--- config.mk ---
export PLATFORM = sky130hd
export DESIGN_NAME = cpbp_ctl
export DESIGN_NICKNAME = d
export VERILOG_FILES = /design/src/hw/rtl/cpbp_pkg.sv /design/src/hw/rtl/cpbp_ctl.sv
export SDC_FILE = /design/constraint.sdc
export NUM_CORES = 1
export LEC_CHECK = 0
export BUFFER_PORTS_ARGS = -buffer_cell sky130_fd_sc_hd__buf_4
export CORE_AREA = 8 8 45 47
export CTS_CLUSTER_DIAMETER = 50
export DETAILED_ROUTE_END_ITERATION = 12
export DIE_AREA = 0 0 53 55
export GPL_TIMING_DRIVEN = 1
export PLACE_DENSITY = 0.4
export SLEW_MARGIN = 20
export SYNTH_ARGS = -nofsm -noshare
export SYNTH_HDL_FRONTEND = slang
export SYNTH_SLANG_ARGS = --single-unit
--- constraint.sdc ---
create_clock -name clk -period 1.1 [get_ports clk]
set_input_delay 0.055 -clock clk [delete_from_list [all_inputs] [get_ports clk]]
set_output_delay 0.055 -clock clk [all_outputs]
set_load 0.05 [all_outputs]
--- src/hw/rtl/cpbp_pkg.sv ---
`default_nettype none
// ----------------------------------------------------------------------------
// cpbp_pkg
// Shared types, constants and helpers for the chained packet buffer pool.
// ----------------------------------------------------------------------------
package cpbp_pkg;

  // Pool geometry
  localparam int unsigned SLOT_COUNT  = 64;
  localparam int unsigned SLOT_SIZE   = 32;
  localparam int unsigned CHAIN_COUNT = 16;

  localparam int unsigned SLOT_W  = 7;   // slot number incl. nil code
  localparam int unsigned SIDX_W  = $clog2(SLOT_COUNT);
  localparam int unsigned FILL_W  = 6;
  localparam int unsigned BYTE_W  = 8;
  localparam int unsigned CNT_W   = 7;   // free count, walk steps
  localparam int unsigned HDL_W   = 4;
  localparam int unsigned BYTE_AW = $clog2(SLOT_COUNT * SLOT_SIZE);

  localparam logic [SLOT_W-1:0] NIL_SLOT = 7'd127;
  localparam logic [BYTE_W-1:0] REF_MAX  = 8'd255;
  localparam logic [BYTE_W-1:0] TOT_MAX  = 8'd255;

  // Operation codes
  typedef enum logic [2:0] {
    FN_NEW         = 3'd0,
    FN_RELEASE     = 3'd1,
    FN_NEW_REF     = 3'd2,
    FN_RESET       = 3'd3,
    FN_SEEK        = 3'd4,
    FN_PUT         = 3'd5,
    FN_GET         = 3'd6,
    FN_REMOVE_LAST = 3'd7
  } func_t;

  // Result status codes
  typedef enum logic [1:0] {
    STS_OK       = 2'd0,
    STS_FULL     = 2'd1,
    STS_NO_WRITE = 2'd2,
    STS_RANGE    = 2'd3
  } stat_t;

  // Controller states
  typedef enum logic [2:0] {
    S_IDLE,
    S_DECIDE,
    S_EVAL,
    S_RD,
    S_BYTE,
    S_WR2,
    S_DONE
  } state_t;

  // Datapath commands
  typedef enum logic [2:0] {
    CMD_NONE,
    CMD_LOAD,
    CMD_EXEC,
    CMD_RD,
    CMD_EVAL,
    CMD_BYTE,
    CMD_WR2,
    CMD_OUT
  } cmd_t;

  // Datapath status back to the controller
  typedef struct packed {
    logic need_rd;   // first slot read needed
    logic more;      // another slot read needed
    logic byte_rd;   // byte memory read needed
    logic wr2;       // second slot record write needed
  } dp_sts_t;

  typedef struct packed {
    logic [BYTE_W-1:0] refs;
    logic [FILL_W-1:0] fill;
    logic [SLOT_W-1:0] link;
  } slot_rec_t;

  typedef struct packed {
    logic [SLOT_W-1:0] head;
    logic [SLOT_W-1:0] ws;
    logic [SLOT_W-1:0] rs;
    logic [BYTE_W-1:0] off;
    logic [BYTE_W-1:0] tot;
  } desc_t;

  localparam slot_rec_t REC_RST  = '{refs: '0, fill: '0, link: NIL_SLOT};
  localparam desc_t     DESC_RST = '{head: NIL_SLOT, ws: NIL_SLOT, rs: NIL_SLOT,
                                     off: '0, tot: '0};

  function automatic logic slot_real(input logic [SLOT_W-1:0] s);
    return (s != NIL_SLOT) && (s < SLOT_W'(SLOT_COUNT));
  endfunction

  function automatic logic [BYTE_AW-1:0] byte_addr(input logic [SLOT_W-1:0] s,
                                                   input logic [BYTE_W-1:0] r);
    return BYTE_AW'(s[SIDX_W-1:0]) * BYTE_AW'(SLOT_SIZE) + BYTE_AW'(r);
  endfunction

endpackage
`default_nettype wire

--- src/hw/rtl/cpbp_ctl.sv ---
`default_nettype none
// ----------------------------------------------------------------------------
// cpbp_ctl
// Sequencer: accepts a word, steps the datapath through slot walks and
// memory accesses, and hands the result to the output register.
// ----------------------------------------------------------------------------
module cpbp_ctl (
  input  wire logic              clk,
  input  wire logic              rst_n,
  input  wire logic              in_tvalid,
  output logic                   in_tready,
  output logic                   out_tvalid,
  input  wire logic              out_tready,
  input  wire cpbp_pkg::dp_sts_t sts,
  output cpbp_pkg::cmd_t         cmd
);

  cpbp_pkg::state_t st_r, st_nxt;
  logic out_tvalid_r, out_tvalid_nxt;
  logic out_free;

  assign out_free   = !out_tvalid_r || out_tready;
  assign out_tvalid = out_tvalid_r;
  assign in_tready  = (st_r == cpbp_pkg::S_IDLE);

  // next state
  always_comb begin
    st_nxt = st_r;
    unique case (st_r)
      cpbp_pkg::S_IDLE:   if (in_tvalid) st_nxt = cpbp_pkg::S_DECIDE;
      cpbp_pkg::S_DECIDE: st_nxt = sts.need_rd ? cpbp_pkg::S_EVAL : cpbp_pkg::S_DONE;
      cpbp_pkg::S_EVAL: begin
        priority if (sts.more)    st_nxt = cpbp_pkg::S_RD;
        else if (sts.byte_rd)     st_nxt = cpbp_pkg::S_BYTE;
        else if (sts.wr2)         st_nxt = cpbp_pkg::S_WR2;
        else                      st_nxt = cpbp_pkg::S_DONE;
      end
      cpbp_pkg::S_RD:     st_nxt = cpbp_pkg::S_EVAL;
      cpbp_pkg::S_BYTE:   st_nxt = cpbp_pkg::S_DONE;
      cpbp_pkg::S_WR2:    st_nxt = cpbp_pkg::S_DONE;
      cpbp_pkg::S_DONE:   if (out_free) st_nxt = cpbp_pkg::S_IDLE;
      default:            st_nxt = cpbp_pkg::S_IDLE;
    endcase
  end

  // commands and output valid
  always_comb begin
    cmd            = cpbp_pkg::CMD_NONE;
    out_tvalid_nxt = out_tvalid_r && !out_tready;
    unique case (st_r)
      cpbp_pkg::S_IDLE:   if (in_tvalid) cmd = cpbp_pkg::CMD_LOAD;
      cpbp_pkg::S_DECIDE: cmd = cpbp_pkg::CMD_EXEC;
      cpbp_pkg::S_EVAL:   cmd = cpbp_pkg::CMD_EVAL;
      cpbp_pkg::S_RD:     cmd = cpbp_pkg::CMD_RD;
      cpbp_pkg::S_BYTE:   cmd = cpbp_pkg::CMD_BYTE;
      cpbp_pkg::S_WR2:    cmd = cpbp_pkg::CMD_WR2;
      cpbp_pkg::S_DONE: begin
        if (out_free) begin
          cmd            = cpbp_pkg::CMD_OUT;
          out_tvalid_nxt = 1'b1;
        end
      end
      default:            cmd = cpbp_pkg::CMD_NONE;
    endcase
  end

  always_ff @(posedge clk) begin
    if (!rst_n) begin
      st_r         <= cpbp_pkg::S_IDLE;
      out_tvalid_r <= 1'b0;
    end else begin
      st_r         <= st_nxt;
      out_tvalid_r <= out_tvalid_nxt;
    end
  end

endmodule
`default_nettype wire

==> results of run 1 <==
-- cells in the mapped netlist (2+ instances only) --
cell type  n
a21oi_1    3
buf_4      2
dfxtp_1    4
nand2_1    2
nor2_1     6
nor3_1     2
o21ai_0    2
-- state kept, by name, summed over array words and instances, names as in the netlist --
name / flops
st_r: 3
out_tvalid: 1
-- critical path, stage by stage, from the launching register on --
cell     delay (ps)
dfxtp_4         340
nor2b_4         150
a21oi_2          60
mux2_4          260
buf_8           150
-- power by group through the flow --
stage	Combinational (uW)	Clock (uW)	Sequential, uW
final	480	207	211
after floorplan	329	0	175
after global placement	425	0	200
after CTS	483	219	210
after global routing	509	225	219
after detailed placement	426	0	200
-- kinds of logic after synthesis --
kind of cell / after synthesis / synth area share
flops: 4 / 0.2832
simple gates: 16 / 0.3098
mux: 1 / 0.03982
compound gates: 11 / 0.2611
buf+inv: 4 / 0.1062
-- routing by layer --
| metal | part of all wire | GRT usage |
|---|---|---|
| met5 | 0 | 0 |
| met1 | 0.39 | 0.05766 |
| met2 | 0.51 | 0.08984 |
| met4 | 0.012 | 0.02586 |
| met3 | 0.090 | 0.04545 |
-- worst max-delay path by stage --
stage | startpoint | to | slack [ps] | cells past startpoint
floorplan | st_r[1] | in_tready | -70 | 2
global placement | st_r[1] | st_r[2] | 10 | 4
detailed placement | st_r[1] | st_r[2] | -2 | 4
CTS | out_tvalid | cmd[2] | -170 | 4
global route | out_tvalid | cmd[2] | -220 | 4
finish | out_tvalid | cmd[2] | -160 | 4
-- final cells by class --
type | count | area share
Multi-Input combinational cell | 28 | 0.4286
Tap cell | 16 | 0.03941
Clock buffer | 4 | 0.05172
Timing Repair Buffer | 18 | 0.2956
Inverter | 1 | 0.007389
Sequential cell | 4 | 0.1773
-- per-stage QoR --
step / power, uW / setup TNS (ps)
after floorplan: 504.4 / -65.79
after global placement: 624.8 / 0
after detailed placement: 626.0 / -1.552
after CTS: 912.9 / -526.6
after global routing: 953.7 / -686.8
final: 898.1 / -459.4
-- what timing repair did --
action / CTS / global route
resized for setup: 13 / 1
pin swaps: 1 / 0
setup buffers: 1 / 0
setup endpoints to repair: 5 / 4
==> impl_metrics.csv, run 1 <==
group,metric,value,unit
run_status,status,"finished with violations",
run_status,violations,"negative setup slack",
critical_path,worst_ep_required_time,1040,ps
die,ios,13,
critical_path,r2r_cells,4,
layout,drive_gt1_frac,0.6545,
logic_synthesis,synthArstFlopShare,0,
timing,relSlewSlack,0.8510,
hold_path,hold_depth,2,
timing,hold_viol_final,0,
die,row_count,14,
routing,ant_nets,0,
routing,drt-initial-drc-count,5,
cts,cts_tree,"built",
global_route,antenna_found_initial,0,
layout,seq_area,90.09,um2
cts,worstSkewPairLatency,250,ps
critical_path,start_kind,"flip-flop",
layout,antenna_cells,0,
power_and_ir_drop,power_frac_clock,0.230,
logic_synthesis,yosys_warnings,0,
layout,finalInstanceArea,508.0,um2
logic_synthesis,synth-edff-count,0,
critical_path,worstPathMaxFanout,3,
power_and_ir_drop,p_sw_frac,0.4148,
layout,syn2layout_area_growth,79.65,%
power_and_ir_drop,internal-power,525.6,uW
power_and_ir_drop,power_leakage,0.0002197,uW
global_route,grt_max_degree,8,
cts,h-tree-depth,1,
logic_synthesis,ys_types,22,
routing,drc,0,
die,die_x,53,um
power_and_ir_drop,combPwrFrac,0.534,
cts,clock_path_buffers,2,
placed_design,portBuffers,12,
critical_path,r2r_start,"st_r[1]",
layout,final_common_cell,"buf_4",
placed_design,gp_congestion,0.7414,
critical_path,r2r_setup_slack,70,ps
cts,cts.sinks,4,
critical_path,r2r-end,"st_r[2]",
routing,wire_per_inst,11.30,um
logic_synthesis,postSynthAreaPerCell,7.855,um2
logic_synthesis,synth_nets,44,
placed_design,dp.cells,66,
timing,fin_crit_sh,1.146,
logic_synthesis,syn-cell-area,282.8,um2
placed_design,dp.final_hpwl,636.5,um
logic_synthesis,ys_seq_area_frac,0.2832,
logic_synthesis,netlist.area_leader.share,0.2832,
logic_synthesis,synth-seq-cells,4,
logic_synthesis,synthFlopType,"dfxtp_1",
global_route,overflow,0,
run,maxCapViolCount,0,
routing,routed_via_density,4.592,
global_route,grt_pass1_vias,299,
critical_path,arrival,1210,ps
die,dieArea,2915,um2
timing,setup_violations,4,
timing,finalClockSkew,7.928,ps
power_and_ir_drop,seq_power_share,0.235,
die,coreArea,1384,um2
power_and_ir_drop,p_sw,372.5,uW
logic_synthesis,synth_area_leader_cell,"dfxtp_1",
cts,root_buffer,"clkbuf_4",
layout,fin_cells,71,
timing,drv_slew,0,
power_and_ir_drop,peakVddDrop,0.5909,mV
layout,final_cell_mix,"buf_4, nor2_1, clkbuf_4",
power_and_ir_drop,powerDensity,1768,nW/um2
hold_path,min-delay-start,"rst_n",
cts,clk_pin_slew,40,ps
placed_design,placed_cell_area,426.7,um2
routing,vias,326,
global_route,grtUsageTotal,0.05844,
logic_synthesis,syn_inst,36,
routing,wl,802,um
timing,worstMarginPinSlew,222.1,ps
layout,nets,64,
layout,final_util,0.3671,
hold_path,hold_path_end,"out_tvalid",
timing,max_freq,0.7932,GHz
cts,cts_made_buffers,3,
timing,rsz0062_at_grt,"true",
critical_path,path_class,"reg -> out",
layout,multiInputGateArea,217.7,um2
cts,cts_hold_buffers,0,
hold_path,hp-class,"in -> reg",
layout,fillCellCount,152,
timing,worst_slack,-160.8,ps
placed_design,pre_cts_ws,-1.552,ps
global_route,grt_pass1_wl,1235,um
die,die_h,55,um
timing,fin_crit,1261,ps
logic_synthesis,yosys-top-cells-area,"dfxtp_1, nor2_1, a21oi_1",
routing,drt_first_pass_iters,4,
timing,hold_ws,29.69,ps
die,initial_core_util,0.2043,
critical_path,critPathCaptureType,"output port",
(Power assumes the default switching activity.)
==> inputs of run 2 (changes only) <==
Settings changed: CTS_BUF_LIST set to sky130_fd_sc_hd__clkbuf_8 sky130_fd_sc_hd__clkbuf_16.
==> run 2 against run 1 <==
The flow still finishes with violations (negative setup slack). Clock power grew 53%. Cell area grew 10%. Sequential power grew 3%. Non-clock buffer count grew 1. Global-route usage grew 0.22 points. Flip-flop and latch count is the same. Critical path depth is the same. Critical endpoint unchanged. Largest cell class unchanged. Largest power group unchanged.
==> impl_metrics.csv, run 2 (synthesized netlist as in run 1, its figures left out) <==
group,metric,value,unit
cts,h-tree-depth,1,
power_and_ir_drop,p_sw_frac,0.3737,
global_route,grtUsageTotal,0.06066,
global_route,grt_pass1_wl,1297,um
routing,drt-initial-drc-count,4,
global_route,grt_max_degree,8,
timing,finalClockSkew,5.900,ps
power_and_ir_drop,powerDensity,1875,nW/um2
timing,rsz0062_at_grt,"true",
timing,setup_violations,4,
critical_path,path_buf_inv,1,
die,die_x,53,um
power_and_ir_drop,power_leakage,0.0002435,uW
layout,final_cell_mix,"buf_4, nor2_1, dfxtp_4, buf_6, clkbuf_8",
placed_design,dp.final_hpwl,636.5,um
run,maxCapViolCount,0,
timing,relSlewSlack,0.8467,
placed_design,pre_cts_ws,-1.552,ps
power_and_ir_drop,seq_power_share,0.207,
critical_path,start_kind,"flip-flop",
cts,cts.sinks,4,
power_and_ir_drop,power.total,1051,uW
routing,drt_first_pass_iters,3,
placed_design,portBuffers,12,
cts,cts_hold_buffers,0,
cts,worstSkewPairLatency,220,ps
die,dieArea,2915,um2
power_and_ir_drop,peakVddDrop,0.7972,mV
cts,cts_made_buffers,3,
layout,fin_cells,72,
global_route,antenna_found_initial,0,
layout,nets,65,
cts,root_buffer,"clkbuf_8",
power_and_ir_drop,power_frac_clock,0.301,
timing,setup_tns,-285.6,ps
critical_path,r2r_start,"st_r[1]",
run_status,status,"finished with violations",
hold_path,hp-class,"in -> reg",
timing,max_freq,0.8134,GHz
critical_path,crit_path_max_incr_delay,340,ps
global_route,overflow,0,
timing,hold_ws,57.56,ps
hold_path,hold_depth,2,
layout,largest_register_ffs,3,
cts,clock_path_buffers,2,
critical_path,path_class,"reg -> out",
critical_path,crit_family,"flip-flops",
routing,ant_nets,0,
timing,fin_crit_sh,1.118,
timing,worst_slack,-129.4,ps
routing,wl,812,um
timing,worstMarginPinSlew,228.6,ps
routing,wire_per_inst,11.28,um
timing,drv_slew,0,
die,die_h,55,um
critical_path,r2r_cells,4,
layout,drive_gt1_frac,0.6607,
die,initial_core_util,0.2043,
layout,final_common_cell,"buf_4",
die,ios,13,
routing,drc,0,
hold_path,hold_path_end,"out_tvalid",
critical_path,worstPathMaxFanout,3,
critical_path,path_cells,"nor2b_4 -> a21oi_2 -> mux2_4 -> buf_8",
timing,hold_viol_final,0,
critical_path,arrival,1170,ps
critical_path,worst_ep_required_time,1040,ps
layout,syn2layout_area_growth,98.23,%
die,row_count,14,
layout,regMostFlops,"st_r",
cts,cts_tree,"built",
routing,routed_via_density,4.417,
power_and_ir_drop,internal-power,658.3,uW
critical_path,r2r-end,"st_r[2]",
hold_path,min-delay-start,"rst_n",
layout,antenna_cells,0,
placed_design,dp.cells,66,
global_route,grt_pass1_vias,314,
critical_path,critPathCaptureType,"output port",
critical_path,r2r_setup_slack,90,ps
run_status,violations,"negative setup slack",
die,coreArea,1384,um2
cts,clk_pin_slew,30,ps
placed_design,gp_congestion,0.7414,
critical_path,crit_slowest_cell,"dfxtp_4",
timing,fin_crit,1229,ps
power_and_ir_drop,combPwrFrac,0.492,
power_and_ir_drop,p_sw,392.8,uW
routing,vias,318,
run 2: per-layer routing:
metal | vias to the layer above | global-route usage | routed length, um
met5 | - | 0 | 0
met4 | 0 | 0.01293 | 0
met3 | 0 | 0.05080 | 75
met2 | 8 | 0.09961 | 433
met1 | 145 | 0.05775 | 303
li1 | 165 | - | -
run 2: worst max path at each step:
| stage | end | cells after the start | start | slack (ps) |
|---|---|---|---|---|
| 2_1_floorplan | in_tready | 2 | st_r[1] | -70 |
| 3_5_place_dp | st_r[2] | 4 | st_r[1] | -2 |
| 4_1_cts | cmd[2] | 4 | out_tvalid | -140 |
| 3_3_place_gp | st_r[2] | 4 | st_r[1] | 10 |
| 5_1_grt | cmd[2] | 4 | out_tvalid | -180 |
| 6_report | cmd[2] | 4 | out_tvalid | -130 |
run 2: timing repair:
action | CTS | global route
gates resized for setup | 19 | 2
setup buffers | 1 | 1
pin swaps | 1 | 1
setup endpoints to repair | 5 | 4
run 2: worst reg2reg max path: cells and delay by family (launching register included):
family | cells | cell delay, ps
buffers and inverters | 1 | 150
AO/OA/AOI/OAI | 1 | 240
flip-flops | 1 | 390
AND/OR/NAND/NOR | 2 | 120
run 2: area by class of cell:
class / count / area [um2]
well taps: 16 / 20.02
clock inverters: 1 / 3.754
flip-flops and latches: 4 / 95.09
multi-input cells: 28 / 224.0
clock buffers: 3 / 41.29
fillers: 150 / 823.3
repair buffers: 19 / 172.7
inverters: 1 / 3.754
run 2: per-stage QoR:
step | area, um2 | util
global route | 560.5 | 0.4051
floorplan | 305.3 | -
global placement | 426.7 | 0.3083
finish | 560.5 | 0.4051
CTS | 544.3 | 0.3933
detailed placement | 426.7 | 0.3083
run 2: power groups by stage:
stage	combinational, uW	clock, uW	sequential [uW]
6_report	517	317	217
4_1_cts	510	328	216
5_1_grt	549	346	224
3_5_place_dp	426	0	200
3_3_place_gp	425	0	200
2_1_floorplan	329	0	175
==> inputs of run 3 (changes only) <==
==> constraint.sdc (replaced) <==
create_clock -name clk -period 1.1 [get_ports clk]
set_input_delay 0.22 -clock clk [delete_from_list [all_inputs] [get_ports clk]]
set_output_delay 0.22 -clock clk [all_outputs]
set_load 0.05 [all_outputs]
==> run 3 against run 2 <==
The run still ends with negative setup slack left. Clock skew grew 3.2 ps. Sequential power is essentially flat. Setup slack worse by 190 ps. Sequential share of layout area fell by 1.3 points. Non-clock buffer count rose by 4. First-iteration DRC count rose by 100%. Combinational power up 7.9%. Critical path depth is the same. Cell area increased by 8.3%. Critical path type unchanged. Highest routed layer is now met4.
==> impl_metrics.csv, run 3 (synthesized netlist as in run 1, its figures left out) <==
group,metric,value,unit
run_status,status,"finished with violations",
run_status,violations,"negative setup slack",
timing,fin_crit_sh,1.294,
global_route,grtUsageTotal,0.07650,
layout,final_cell_mix,"buf_4, nor2_1, dfxtp_4, buf_6, clkbuf_8",
critical_path,path_cells,"nor2b_4 -> a21oi_2 -> mux2_4 -> buf_8",
hold_path,min-delay-start,"rst_n",
critical_path,path_buf_inv,1,
die,initial_core_util,0.2043,
critical_path,worst_ep_required_time,880,ps
die,die_h,55,um
die,coreArea,1384,um2
critical_path,crit_slowest_cell,"dfxtp_4",
hold_path,hp-class,"in -> reg",
die,die_x,53,um
placed_design,placed_cell_area,494.2,um2
global_route,grt_max_degree,8,
routing,ant_nets,0,
run,maxCapViolCount,0,
routing,vias,337,
timing,setup_tns,-987.4,ps
placed_design,dp.final_hpwl,683.1,um
timing,max_freq,0.7026,GHz
die,row_count,14,
timing,worstMarginPinSlew,233.0,ps
layout,final_util,0.4385,
placed_design,portBuffers,12,
critical_path,start_kind,"flip-flop",
critical_path,crit_family,"flip-flops",
routing,drt_first_pass_iters,4,
layout,nets,69,
routing,wire_per_inst,11.92,um
layout,drive_gt1_frac,0.7000,
placed_design,gp_congestion,0.7100,
cts,clock_path_buffers,2,
placed_design,dp.cells,71,
die,dieArea,2915,um2
cts,cts_made_buffers,3,
layout,fin_cells,76,
timing,setup_violations,4,
global_route,antenna_found_initial,0,
global_route,grt_pass1_wl,1580,um
critical_path,startpoint,"out_tvalid",
critical_path,worstPathMaxFanout,3,
critical_path,r2r_start,"st_r[0]",
layout,regMostFlops,"st_r",
layout,antenna_cells,0,
routing,drt-initial-drc-count,8,
cts,cts_tree,"built",
global_route,grt_pass1_vias,397,
global_route,overflow,0,
timing,relSlewSlack,0.8437,
timing,fin_crit,1423,ps
timing,finalClockSkew,9.126,ps
cts,cts.sinks,4,
layout,syn2layout_area_growth,114.6,%
cts,clk_pin_slew,40,ps
layout,largest_register_ffs,3,
timing,drv_slew,0,
power_and_ir_drop,power_leakage,0.0002691,uW
layout,final_common_cell,"buf_4",
critical_path,crit_path_max_incr_delay,340,ps
cts,worstSkewPairLatency,220,ps
die,ios,13,
timing,hold_viol_final,0,
layout,finalInstanceArea,606.8,um2
critical_path,critPathCaptureType,"output port",
placed_design,pre_cts_ws,-149.4,ps
power_and_ir_drop,powerDensity,1808,nW/um2
routing,wl,906,um
critical_path,arrival,1200,ps
power_and_ir_drop,peakVddDrop,0.7568,mV
cts,root_buffer,"clkbuf_8",
cts,h-tree-depth,1,
timing,worst_slack,-323.3,ps
routing,drc,0,
timing,rsz0062_at_grt,"true",
critical_path,path_class,"reg -> out",
routing,routed_via_density,4.434,
## run 3: cell types whose count changed in the layout (fill, tap and decap cells not counted)
cell / delta
buf_4: +4
a2bb2oi_2: -1
a2bb2oi_4: +1
nor3_1: -1
nor3_2: +1
## run 3: per-stage QoR
stage / total power [uW] / hold WS [ps]
6_report: 1097 / 218.8
5_1_grt: 1161 / 227.4
4_1_cts: 1082 / 216.8
3_5_place_dp: 691.1 / 451.9
3_3_place_gp: 687.0 / 457.3
2_1_floorplan: 547.2 / 340.9
## run 3: per-layer routing
layer,part of all wire,GRT usage
met1,0.40,0.06991
met2,0.51,0.1289
met3,0.067,0.02674
met4,0.019,0.07759
met5,0,0
## run 3: cell type report
type | instances | area (um2)
fill | 144 | 777.0
multi-input combinational | 28 | 240.2
timing repair buffer | 23 | 202.7
sequential | 4 | 95.09
clock buffer | 3 | 41.29
tap | 16 | 20.02
clock inverter | 1 | 3.754
inverter | 1 | 3.754
## run 3: final timing paths
kind,to,slack [ps],depth (start not counted)
worst max-delay path,cmd[2],-320,4
worst min-delay path,out_tvalid,220,2
worst max register to register,st_r[2],80,4
worst min register to register,st_r[0],610,2
## run 3: repair_timing
action | in CTS | in global routing
gates resized for setup | 8 | 8
buffers inserted | 1 | 0
setup endpoints to repair | 6 | 6
pin swaps | 2 | 2
hold buffers | 0 | 0
## run 3: report_power, final
group	switching, uW	internal [uW]	leakage, uW
logic	281	277	0.000207
clock network	85.9	239	0.0000269
registers	44.5	170	0.0000356
total	411	686	0.000269
